## src/design/fcpq_pkg.sv

```systemverilog
`timescale 1ns / 1ps
package fcpq_pkg;
	localparam int CAPACITY_DEF = 16;
	localparam int ID_WIDTH_DEF = 16;
	localparam int WAIT_W = 16;
	localparam int CLASS_W = 2;

	typedef enum logic [1:0] {
		ST_INSERTED = 2'd0,
		ST_SERVED   = 2'd1,
		ST_EMPTY    = 2'd2,
		ST_FULL     = 2'd3
	} status_t;

	typedef enum logic {
		OP_INSERT = 1'b0,
		OP_SERVE  = 1'b1
	} op_t;

	typedef struct packed {
		logic        operation;
		logic [15:0] client_id;
		logic [1:0]  priority_req;
	} in_item_t;

	typedef struct packed {
		logic [1:0]  status;
		logic [15:0] served_id;
		logic [1:0]  served_priority;
		logic [15:0] served_wait;
		logic [15:0] operation_count;
	} out_item_t;

	typedef enum logic [3:0] {
		S_IDLE,
		S_INS_RD,
		S_INS_CHK,
		S_PLACE,
		S_SRV_RD,
		S_SRV_CHK,
		S_SH_RD,
		S_SH_WR,
		S_AGE_RD,
		S_AGE_WR,
		S_DONE
	} fsm_t;
endpackage

```

## src/design/fcpq_ram.sv

```systemverilog
`timescale 1ns / 1ps
module fcpq_ram #(
	parameter int WIDTH = 8,
	parameter int DEPTH = 16
) (
	input  logic                     clk,
	input  logic                     we,
	input  logic [$clog2(DEPTH)-1:0] waddr,
	input  logic [WIDTH-1:0]         wdata,
	input  logic [$clog2(DEPTH)-1:0] raddr,
	output logic [WIDTH-1:0]         rdata
);
	logic [WIDTH-1:0] mem [DEPTH];

	always_ff @(posedge clk) begin
		if (we)
			mem[waddr] <= wdata;
		rdata <= mem[raddr];
	end
endmodule

```

## src/design/four_class_priority_queue_top.sv

```systemverilog
`timescale 1ns / 1ps
// four-class priority queue, command in / one result out per command
// in channel: in_valid/in_ready carrying in_item (operation, client_id, priority_req)
// out channel: out_valid/out_ready carrying out_item (status, ids, wait, op count)
// one command at a time: the queue is kept as a position-ordered list in one
// RAM (id, class, wait per position) with a registered read, each read used
// in the cycle after it is issued.
// a full insert or an empty serve raises out_valid the cycle after it is taken.
// an insert walks down from the tail moving lower classes up, places the entry
// and then, unless the queue was empty, ages the whole list.
// a serve scans from the head for the first entry at or below the level (the
// head if none), shifts the tail down and ages the rest.
// the result sits in an output register; if the receiver stalls it holds and
// no new command is taken until it is delivered.
// reset empties the queue and sets the operation count to one; RAM contents
// need no clearing since positions beyond occupancy are never used.
module four_class_priority_queue_top #(
	parameter int CAPACITY = fcpq_pkg::CAPACITY_DEF,
	parameter int ID_WIDTH = fcpq_pkg::ID_WIDTH_DEF
) (
	input  logic               clk,
	input  logic               arst_n,
	input  logic               in_valid,
	output logic               in_ready,
	input  fcpq_pkg::in_item_t  in_item,
	output logic               out_valid,
	input  logic               out_ready,
	output fcpq_pkg::out_item_t out_item
);
	localparam int AW = $clog2(CAPACITY);
	localparam int CW = $clog2(CAPACITY + 1);
	localparam int WW = fcpq_pkg::WAIT_W;
	localparam int KW = fcpq_pkg::CLASS_W;
	localparam int EW = ID_WIDTH + KW + WW;
	localparam logic [WW-1:0] SAT = '1;

	fcpq_pkg::fsm_t state_q, state_d;
	logic [CW-1:0] occ_q, p_q, p_dec, p_inc;
	logic [15:0] opc_q;
	logic op_q, cnt_q;
	logic [KW-1:0] cls_q;
	logic [ID_WIDTH-1:0] id_q;
	logic [EW-1:0] carry_q;
	fcpq_pkg::out_item_t res_q;
	logic out_valid_q;
	logic accept;

	logic we;
	logic [AW-1:0] waddr, raddr;
	logic [EW-1:0] wdata, rdata;

	logic [ID_WIDTH-1:0] r_id;
	logic [KW-1:0] r_cls;
	logic [WW-1:0] r_wait, r_wait_inc;

	fcpq_ram #(.WIDTH(EW), .DEPTH(CAPACITY)) u_ram (
		.clk(clk), .we(we), .waddr(waddr), .wdata(wdata), .raddr(raddr), .rdata(rdata)
	);

	assign r_id = rdata[EW-1 -: ID_WIDTH];
	assign r_cls = rdata[WW +: KW];
	assign r_wait = rdata[WW-1:0];
	assign r_wait_inc = (r_wait == SAT) ? r_wait : r_wait + 1'b1;

	assign p_dec = p_q - 1'b1;
	assign p_inc = p_q + 1'b1;

	assign in_ready = (state_q == fcpq_pkg::S_IDLE) && !out_valid_q;
	assign out_valid = out_valid_q;
	assign out_item = res_q;
	assign accept = in_valid && in_ready;

	always_ff @(posedge clk or negedge arst_n) begin
		if (!arst_n)
			state_q <= fcpq_pkg::S_IDLE;
		else
			state_q <= state_d;
	end

	// p_q is the hole position on insert, the scan/shift/age position otherwise
	always_comb begin
		state_d = state_q;
		we = 1'b0;
		waddr = p_q[AW-1:0];
		wdata = rdata;
		raddr = p_q[AW-1:0];
		unique case (state_q)
			fcpq_pkg::S_IDLE: begin
				if (accept) begin
					if (in_item.operation == fcpq_pkg::OP_INSERT) begin
						if (occ_q < CW'(CAPACITY))
							state_d = fcpq_pkg::S_INS_RD;
					end else if (occ_q != '0)
						state_d = fcpq_pkg::S_SRV_RD;
				end
			end
			fcpq_pkg::S_INS_RD: begin
				raddr = p_dec[AW-1:0];
				state_d = (p_q == '0) ? fcpq_pkg::S_PLACE : fcpq_pkg::S_INS_CHK;
			end
			fcpq_pkg::S_INS_CHK: begin
				// lower class moves up into the hole
				if (r_cls < cls_q) begin
					we = 1'b1;
					state_d = fcpq_pkg::S_INS_RD;
				end else
					state_d = fcpq_pkg::S_PLACE;
			end
			fcpq_pkg::S_PLACE: begin
				we = 1'b1;
				wdata = {id_q, cls_q, {WW{1'b0}}};
				state_d = cnt_q ? fcpq_pkg::S_AGE_RD : fcpq_pkg::S_DONE;
			end
			fcpq_pkg::S_SRV_RD: state_d = fcpq_pkg::S_SRV_CHK;
			fcpq_pkg::S_SRV_CHK: begin
				if (r_cls <= cls_q || p_inc == occ_q)
					state_d = fcpq_pkg::S_SH_RD;
				else
					state_d = fcpq_pkg::S_SRV_RD;
			end
			fcpq_pkg::S_SH_RD:
				state_d = (p_q == occ_q) ? fcpq_pkg::S_AGE_RD : fcpq_pkg::S_SH_WR;
			fcpq_pkg::S_SH_WR: begin
				we = 1'b1;
				waddr = p_dec[AW-1:0];
				state_d = fcpq_pkg::S_SH_RD;
			end
			fcpq_pkg::S_AGE_RD:
				state_d = (p_q == occ_q) ? fcpq_pkg::S_DONE : fcpq_pkg::S_AGE_WR;
			fcpq_pkg::S_AGE_WR: begin
				we = 1'b1;
				wdata = {r_id, r_cls, r_wait_inc};
				state_d = fcpq_pkg::S_AGE_RD;
			end
			fcpq_pkg::S_DONE: state_d = fcpq_pkg::S_IDLE;
			default: state_d = fcpq_pkg::S_IDLE;
		endcase
	end

	always_ff @(posedge clk or negedge arst_n) begin
		if (!arst_n) begin
			occ_q <= '0;
			opc_q <= 16'd1;
			out_valid_q <= 1'b0;
			p_q <= '0;
			op_q <= 1'b0;
			cnt_q <= 1'b0;
			cls_q <= '0;
			id_q <= '0;
			carry_q <= '0;
			res_q <= '0;
		end else begin
			if (out_valid_q && out_ready)
				out_valid_q <= 1'b0;
			unique case (state_q)
				fcpq_pkg::S_IDLE: if (accept) begin
					op_q <= in_item.operation;
					cls_q <= in_item.priority_req;
					id_q <= ID_WIDTH'(in_item.client_id);
					cnt_q <= (occ_q != '0);
					res_q.served_id <= '0;
					res_q.served_priority <= '0;
					res_q.served_wait <= '0;
					res_q.operation_count <= opc_q;
					if (in_item.operation == fcpq_pkg::OP_INSERT) begin
						if (occ_q < CW'(CAPACITY)) begin
							res_q.status <= fcpq_pkg::ST_INSERTED;
							p_q <= occ_q;
						end else begin
							res_q.status <= fcpq_pkg::ST_FULL;
							out_valid_q <= 1'b1;
						end
					end else begin
						if (occ_q != '0) begin
							res_q.status <= fcpq_pkg::ST_SERVED;
							p_q <= '0;
						end else begin
							res_q.status <= fcpq_pkg::ST_EMPTY;
							out_valid_q <= 1'b1;
						end
					end
				end
				fcpq_pkg::S_INS_CHK: if (r_cls < cls_q) p_q <= p_dec;
				fcpq_pkg::S_PLACE: begin
					occ_q <= occ_q + 1'b1;
					p_q <= '0;
				end
				fcpq_pkg::S_SRV_CHK: begin
					// the head is kept as the fallback when nothing matches
					if (p_q == '0 || r_cls <= cls_q)
						carry_q <= rdata;
					if (r_cls > cls_q && p_inc == occ_q)
						p_q <= CW'(1);
					else
						p_q <= p_inc;
				end
				fcpq_pkg::S_SH_RD: if (p_q == occ_q) begin
					occ_q <= occ_q - 1'b1;
					p_q <= '0;
				end
				fcpq_pkg::S_SH_WR: p_q <= p_inc;
				fcpq_pkg::S_AGE_WR: p_q <= p_inc;
				fcpq_pkg::S_DONE: begin
					if (op_q == fcpq_pkg::OP_SERVE) begin
						res_q.served_id <= 16'(carry_q[EW-1 -: ID_WIDTH]);
						res_q.served_priority <= carry_q[WW +: KW];
						res_q.served_wait <= carry_q[WW-1:0];
					end
					if (cnt_q && opc_q != 16'hFFFF) begin
						opc_q <= opc_q + 1'b1;
						res_q.operation_count <= opc_q + 1'b1;
					end
					out_valid_q <= 1'b1;
				end
				default: ;
			endcase
		end
	end

	a_one_cmd: assert property (@(posedge clk) disable iff (!arst_n)
		out_valid_q |-> !in_ready) else $error("command taken while result pending");
	a_occ_range: assert property (@(posedge clk) disable iff (!arst_n)
		occ_q <= CW'(CAPACITY)) else $error("occupancy overflow");
	a_opc_mono: assert property (@(posedge clk) disable iff (!arst_n)
		opc_q >= $past(opc_q)) else $error("op count decreased");
	a_out_hold: assert property (@(posedge clk) disable iff (!arst_n)
		out_valid_q && !out_ready |=> out_valid_q && $stable(res_q))
		else $error("result changed while stalled");
endmodule
```

## config.mk

```make
export PLATFORM = sky130hd
export DESIGN_NAME = four_class_priority_queue_top
export DESIGN_NICKNAME = d
export VERILOG_FILES = /design/src/design/fcpq_pkg.sv /design/src/design/fcpq_ram.sv /design/src/design/four_class_priority_queue_top.sv
export SDC_FILE = /design/constraint.sdc
export NUM_CORES = 1
export LEC_CHECK = 0
export ABC_AREA = 0
export BUFFER_PORTS_ARGS = -buffer_cell sky130_fd_sc_hd__buf_2
export CORE_MARGIN = 2
export CORE_UTILIZATION = 50
export DETAILED_ROUTE_END_ITERATION = 16
export PLACE_DENSITY = 0.7
export SYNTH_ARGS = -nofsm -noshare
export SYNTH_HDL_FRONTEND = slang
export SYNTH_SLANG_ARGS = --single-unit
```

## constraint.sdc

```tcl
create_clock -name clk -period 4.24 [get_ports clk]
set_clock_uncertainty 0.05 [all_clocks]
set_input_delay 0.424 -clock clk [delete_from_list [all_inputs] [get_ports clk]]
set_output_delay 0.424 -clock clk [all_outputs]
set_load 0.005 [all_outputs]
```

Word-level counts from Yosys, hierarchy flattened:

Memory sizes are Yosys's and may differ from the RTL's. A register that Yosys moved wholly into a read port is not among the register bits.
Index checks and enable logic that the tools add are counted.

* logic and storage cells: 113
* memories: 1
* output and inout bits: 54
* flip-flop bits (word level): 137
* input port bits: 23
* RAM bits: 544

Memory list
* u_ram.mem: words 16, bits a word 34, read ports 1, clocked after Yosys merged registers in 1, wr ports 1, line fcpq_ram.sv:13 `logic [WIDTH-1:0] mem [DEPTH];`

* $add $sub $neg: 6
* order comparisons: 4
* equality and inequality tests: 21
* multiplexer cells: 42
* reductions and logical operators: 24

Operator list (number)
* $pmux 50 s2: 1
* $pmux 34 s2: 1
* $mux 50: 1
* $mux 5: 8
* $pmux 4 s10: 1
* $mux 34: 1
* $add 16x1->16 const B: 2
* $mux 16: 2
* $pmux 5 s6: 1
* $mux 4: 7
* $eq 16x16->1 const B: 1
* $eq 4x3->1 const B: 4
* $ne 16x16->1 const B: 1
* $mux 2: 7
* $eq 4x4->1 const B: 3
* $add 5x1->5 const B: 2
* $eq 5x5->1: 2
* $ne 2x2->1 const B: 5
* $pmux 5 s2: 1
* $sub 5x1->5 const B: 2
* $mux 1: 9
* $reduce_and 3->1: 3
* $eq 4x2->1 const B: 2
* $reduce_and 2->1: 4
* 18 further kinds: 26

Logic depth before layout (Yosys ltp):

* depth after elaboration: 6
* gate-level depth with buffers: 11

By module:

A second synthesis with hierarchy kept.

* cells, all modules: 1646
* area total of the unflattened synthesis: 28219.6 µm²

By module, submodules not included
* fcpq_ram: times used 1, area each 21076.5 µm², cells an instance 888, seq. area each 17016.3 µm²
* four_class_priority_queue_top: times used 1, area each 7143.1 µm², cells an instance 758, seq. area each 3429.5 µm²

Worst setup path before layout:

No wires, ideal clock.

* path kind: reg-to-reg
* start: reg state_q[1]
* end: mem u_ram.mem[11][0] in the netlist's numbering, enable pin
* path buffers: 1
* library setup time: 0.425 ns
* setup slack: 0.493 ns
* arrival: 3.272 ns
* required time: 3.765 ns
* cell stages (with the launch flop): 7
* cells stage by stage: dfrtp_1 > clkbuf_1 > nor2b_1 > or4b_2 > o21ai_0 > o21ai_0 > nor2_1

* cells in the longest elaborated chain, start to end: 5
* elaborated cells on any way between the ends: 9
* classes of those cells: eq/ne: 4; mux: 4; reduce/logical: 1

RTL lines
* start: declaration: line four_class_priority_queue_top.sv:37 `fcpq_pkg::fsm_t state_q, state_d;`
* start signal: assignment: line four_class_priority_queue_top.sv:75 `state_q <= fcpq_pkg::S_IDLE;`
* start signal: assignment: line four_class_priority_queue_top.sv:77 `state_q <= state_d;`
* $eq 4x4->1, or another cell as far along: line four_class_priority_queue_top.sv:87 `unique case (state_q)`
* $reduce_or 3->1 (no source line)
* $pmux 1 s2: line four_class_priority_queue_top.sv:87
* $mux 1: line fcpq_ram.sv:16 `if (we)`
* $mux 1 (not written as such): line fcpq_ram.sv:17 `mem[waddr] <= wdata;`
* end: declaration: line fcpq_ram.sv:13

Several ways; a longest one is shown, not always the timed one.

Final worst setup path:

* start: reg state_q[3]
* end: mem u_ram.mem[0][27] in the netlist's numbering, enable pin

The elaborated chain is that of the path after synthesis.

==> summary.md <==
| Metric | Value |
|---|---|
| Synth area leader | `edfxtp_1` |
| First-pass GRT wire length | `105 mm` |
| DR DRC count | `0` |
| Via/cell ratio | `5.98` |
| Wire per inst | `23.5 um` |
| Synthesized instance count | `2029` |
| Fin crit share | `84.4%` |
| Crit start category | `flop` |
| Max Cap Viol | `0` |
| Worst EP required | `4.40 ns` |
| Worst-path clk slew | `0.06 ns` |
| H-tree depth | `3` |
| Post-synth ARST share | `19.2%` |
| Gr ovfl total | `0` |
| Post-layout net count | `2174` |
| Reg area | `20400 um2` |
| Layout area overhead | `14.5%` |
| Worst setup path end | `u_ram.mem[0][27]` |
| Syn nets | `2062` |
| Post-synth EDFFs | `544` |
| 1st-iter DRT viols | `2016` |
| Post-synthesis cell area | `28600 um2` |
| Final GP Congestion | `0.857` |
| Most frequent cell after synthesis | `edfxtp_1` |
| Worst Tran Pin Value | `1.33 ns` |
| RSZ-0062 raised after global routing | `no` |
| Worst Hold Class | `in2reg` |
| R2R Path Start | `state_q[3]` |
| Status | `complete, no violations` |
| Seq cells post-synth | `715` |
| Worst VDD drop | `537 uV` |
| FP Rows | `87` |
| Setup TNS | `0 ns` |
| Class of the most critical setup path | `reg2reg` |
| Later-pin clock latency in the skew report | `0.62 ns` |
| Max Fclk | `0.279 GHz` |
| Total Power | `25.7 mW` |
| Final number of setup-violating endpoints | `0` |
| Hold path startpoint | `in_item[3]` |
| Rel. slew slack | `10.7%` |
| Starting Density | `50.7%` |
| CTS tree | `done` |
| Reg-to-reg endpoint | `u_ram.mem[0][27]` |
| Synth area leaders | `edfxtp_1 (57%), dfrtp_1 (12%), nand2_1 (5.7%), mux4_2 (3.5%), dfxtp_1 (2.4%)` |
| Clk sink count | `715` |
| Flop2flop setup slack | `0.66 ns` |
| Fillcell total | `4290` |
| CP Max Fanout | `34` |
| Worst r2r path cells | `6` |
| Routed WL | `69.4 mm` |
| Number of distinct library cells after synthesis | `71` |
| Area share of the largest cell type after synthesis | `57.2%` |
| Synth warn | `0` |
| Final Non-Filler Cells | `2956` |
| Setup Fix Bufs, Post-CTS | `0` |
| Core Box Area | `56400 um2` |
| Syn_area_per_cell | `14.1 um2` |
| Initial antenna violation count | `1` |
| Area of the multi-input gates | `7820 um2` |
| Critical Path AT | `3.74 ns` |
| Via count | `17700` |
| Post-route ant nets | `0` |
| IO buf count | `76` |
| Floorplan die height | `243 um` |
| Cts bufs inserted | `71` |
| Pre-Repair DR Iteration Count | `6` |
| GR Util All Layers | `23.6%` |
| I/O pin count | `77` |
| Power per Cell Area | `787 nW/um2` |
| Die Wd | `243 um` |
| Setup crit end kind | `flop` |
| Number of global-route vias before repair | `17500` |
| Synth Flop Type | `edfxtp_1` |
| Share of layout cells above drive strength 1 | `17.3%` |
| Worst Setup SP | `state_q[3]` |
| Inst Count DP | `2811` |
| Max-slew violation count | `0` |
| Static Leakage | `11.8 nW` |
| Sequential area share after synthesis | `71.6%` |
| Hold Vio Cnt, Final | `0` |
| Antenna Cells | `0` |
| Largest net degree at the start of global routing | `98` |
| DP HPWL | `41.4 mm` |
| Crit path time final | `3.58 ns` |
| CTS max path bufs | `3` |
| Top cells by count, synth | `edfxtp_1 (544), nand2_1 (437), dfrtp_1 (136)` |
| Die ar. | `59100 um2` |
| Clock root cell | `clkbuf_16` |
==> area by class of cell <==
class,instances,area share [%]
flip-flops and latches,715,62.5
multi-input cells,1177,23.9
clock buffers,106,6.24
repair buffers,158,3.59
well taps,756,2.89
clock inverters,26,0.639
inverters,18,0.207
==> where the power goes <==
group          total (mW)  switching (mW)  internal, mW
sequential           10.4           0.786          9.59
combinational        9.34            6.14          3.21
clock                6.03            2.60          3.42
==> flip-flops by register name, indices dropped and copies added, names as in the netlist, 5 cells and up <==
signal and flops:
u_ram.mem 544, out_item 52, carry_q 34, u_ram.rdata 34
id_q 16, opc_q 16, occ_q 5, p_q 5
==> repair_timing <==
item / 4_1_cts / 5_1_grt
endpoints found under the setup margin: 0 / 0
resized for setup: 0 / 0
hold endpoints to repair: 106 / 0
hold buffers: 13 / 0
==> worst max-delay path: stages (launching register included) <==
cell,delay [ns]
dfrtp_1,0.59
nor2b_1,0.33
or4b_2,0.62
o21ai_0,0.20
o21ai_0,0.21
buf_4,0.22
nor2_4,0.94
==> worst min-delay path by stage <==
stage	slack (ns)	cells past startpoint	to
floorplan	0.08	0	carry_q[0]
global placement	0.41	2	out_item[14]
detailed placement	0.42	2	out_item[41]
CTS	0.003	2	id_q[1]
global route	0.01	2	id_q[1]
finish	0.02	2	id_q[1]
==> layout by cell type, fill, tap and decap left out, drive strengths merged, types with 17 or more instances in the layout <==
cell / instances
edfxtp: 544
nand2: 437
buf: 145
dfrtp: 136
o21ai: 135
clkbuf: 106
nand3: 88
mux2i: 64
a32oi: 58
mux2: 52
nor2: 52
mux4: 45
a31oi: 34
dfxtp: 34
xnor2: 25
xor2: 22
clkinv: 22
inv: 21
nor3: 20
a21oi: 17
==> cells by family (layout without fill, tap and decap cells) <==
group                    after synthesis  count (layout)  synth area share, %
flip-flops                           715             715                 71.6
AND/OR/NAND/NOR                      651             651                 9.71
AO/OA/AOI/OAI                        308             308                 7.01
multiplexers                         161             161                 7.84
buffers and inverters                137             308                 1.97
XOR/XNOR                              47              47                 1.44
adder cells (fa/ha/maj)               10              10                0.464
==> metrics by stage <==
step / area (um2) / hold slack [ns] / utilization, % / setup WS (ns)
after floorplan: 28600 / 0.0784 / - / 0.493
after global placement: 30300 / 0.406 / 53.8 / 0.747
after detailed placement: 30300 / 0.415 / 53.8 / 0.731
after CTS: 32700 / 0.00270 / 58.0 / 0.712
after global routing: 32700 / 0.0135 / 58.0 / 0.521
final: 32700 / 0.0208 / 58.0 / 0.661
==> layer usage <==
layer | wire length, um | share of wire (%) | GRT usage, % | up-vias
met1 | 28400 | 41 | 33.1 | 8862
li1 | - | - | - | 7800
met3 | 6750 | 9.7 | 4.69 | 137
met5 | 0 | 0 | 0 | -
met4 | 1870 | 2.7 | 8.16 | 0
met2 | 32300 | 47 | 37.0 | 868
(Power assumes the default switching activity.)
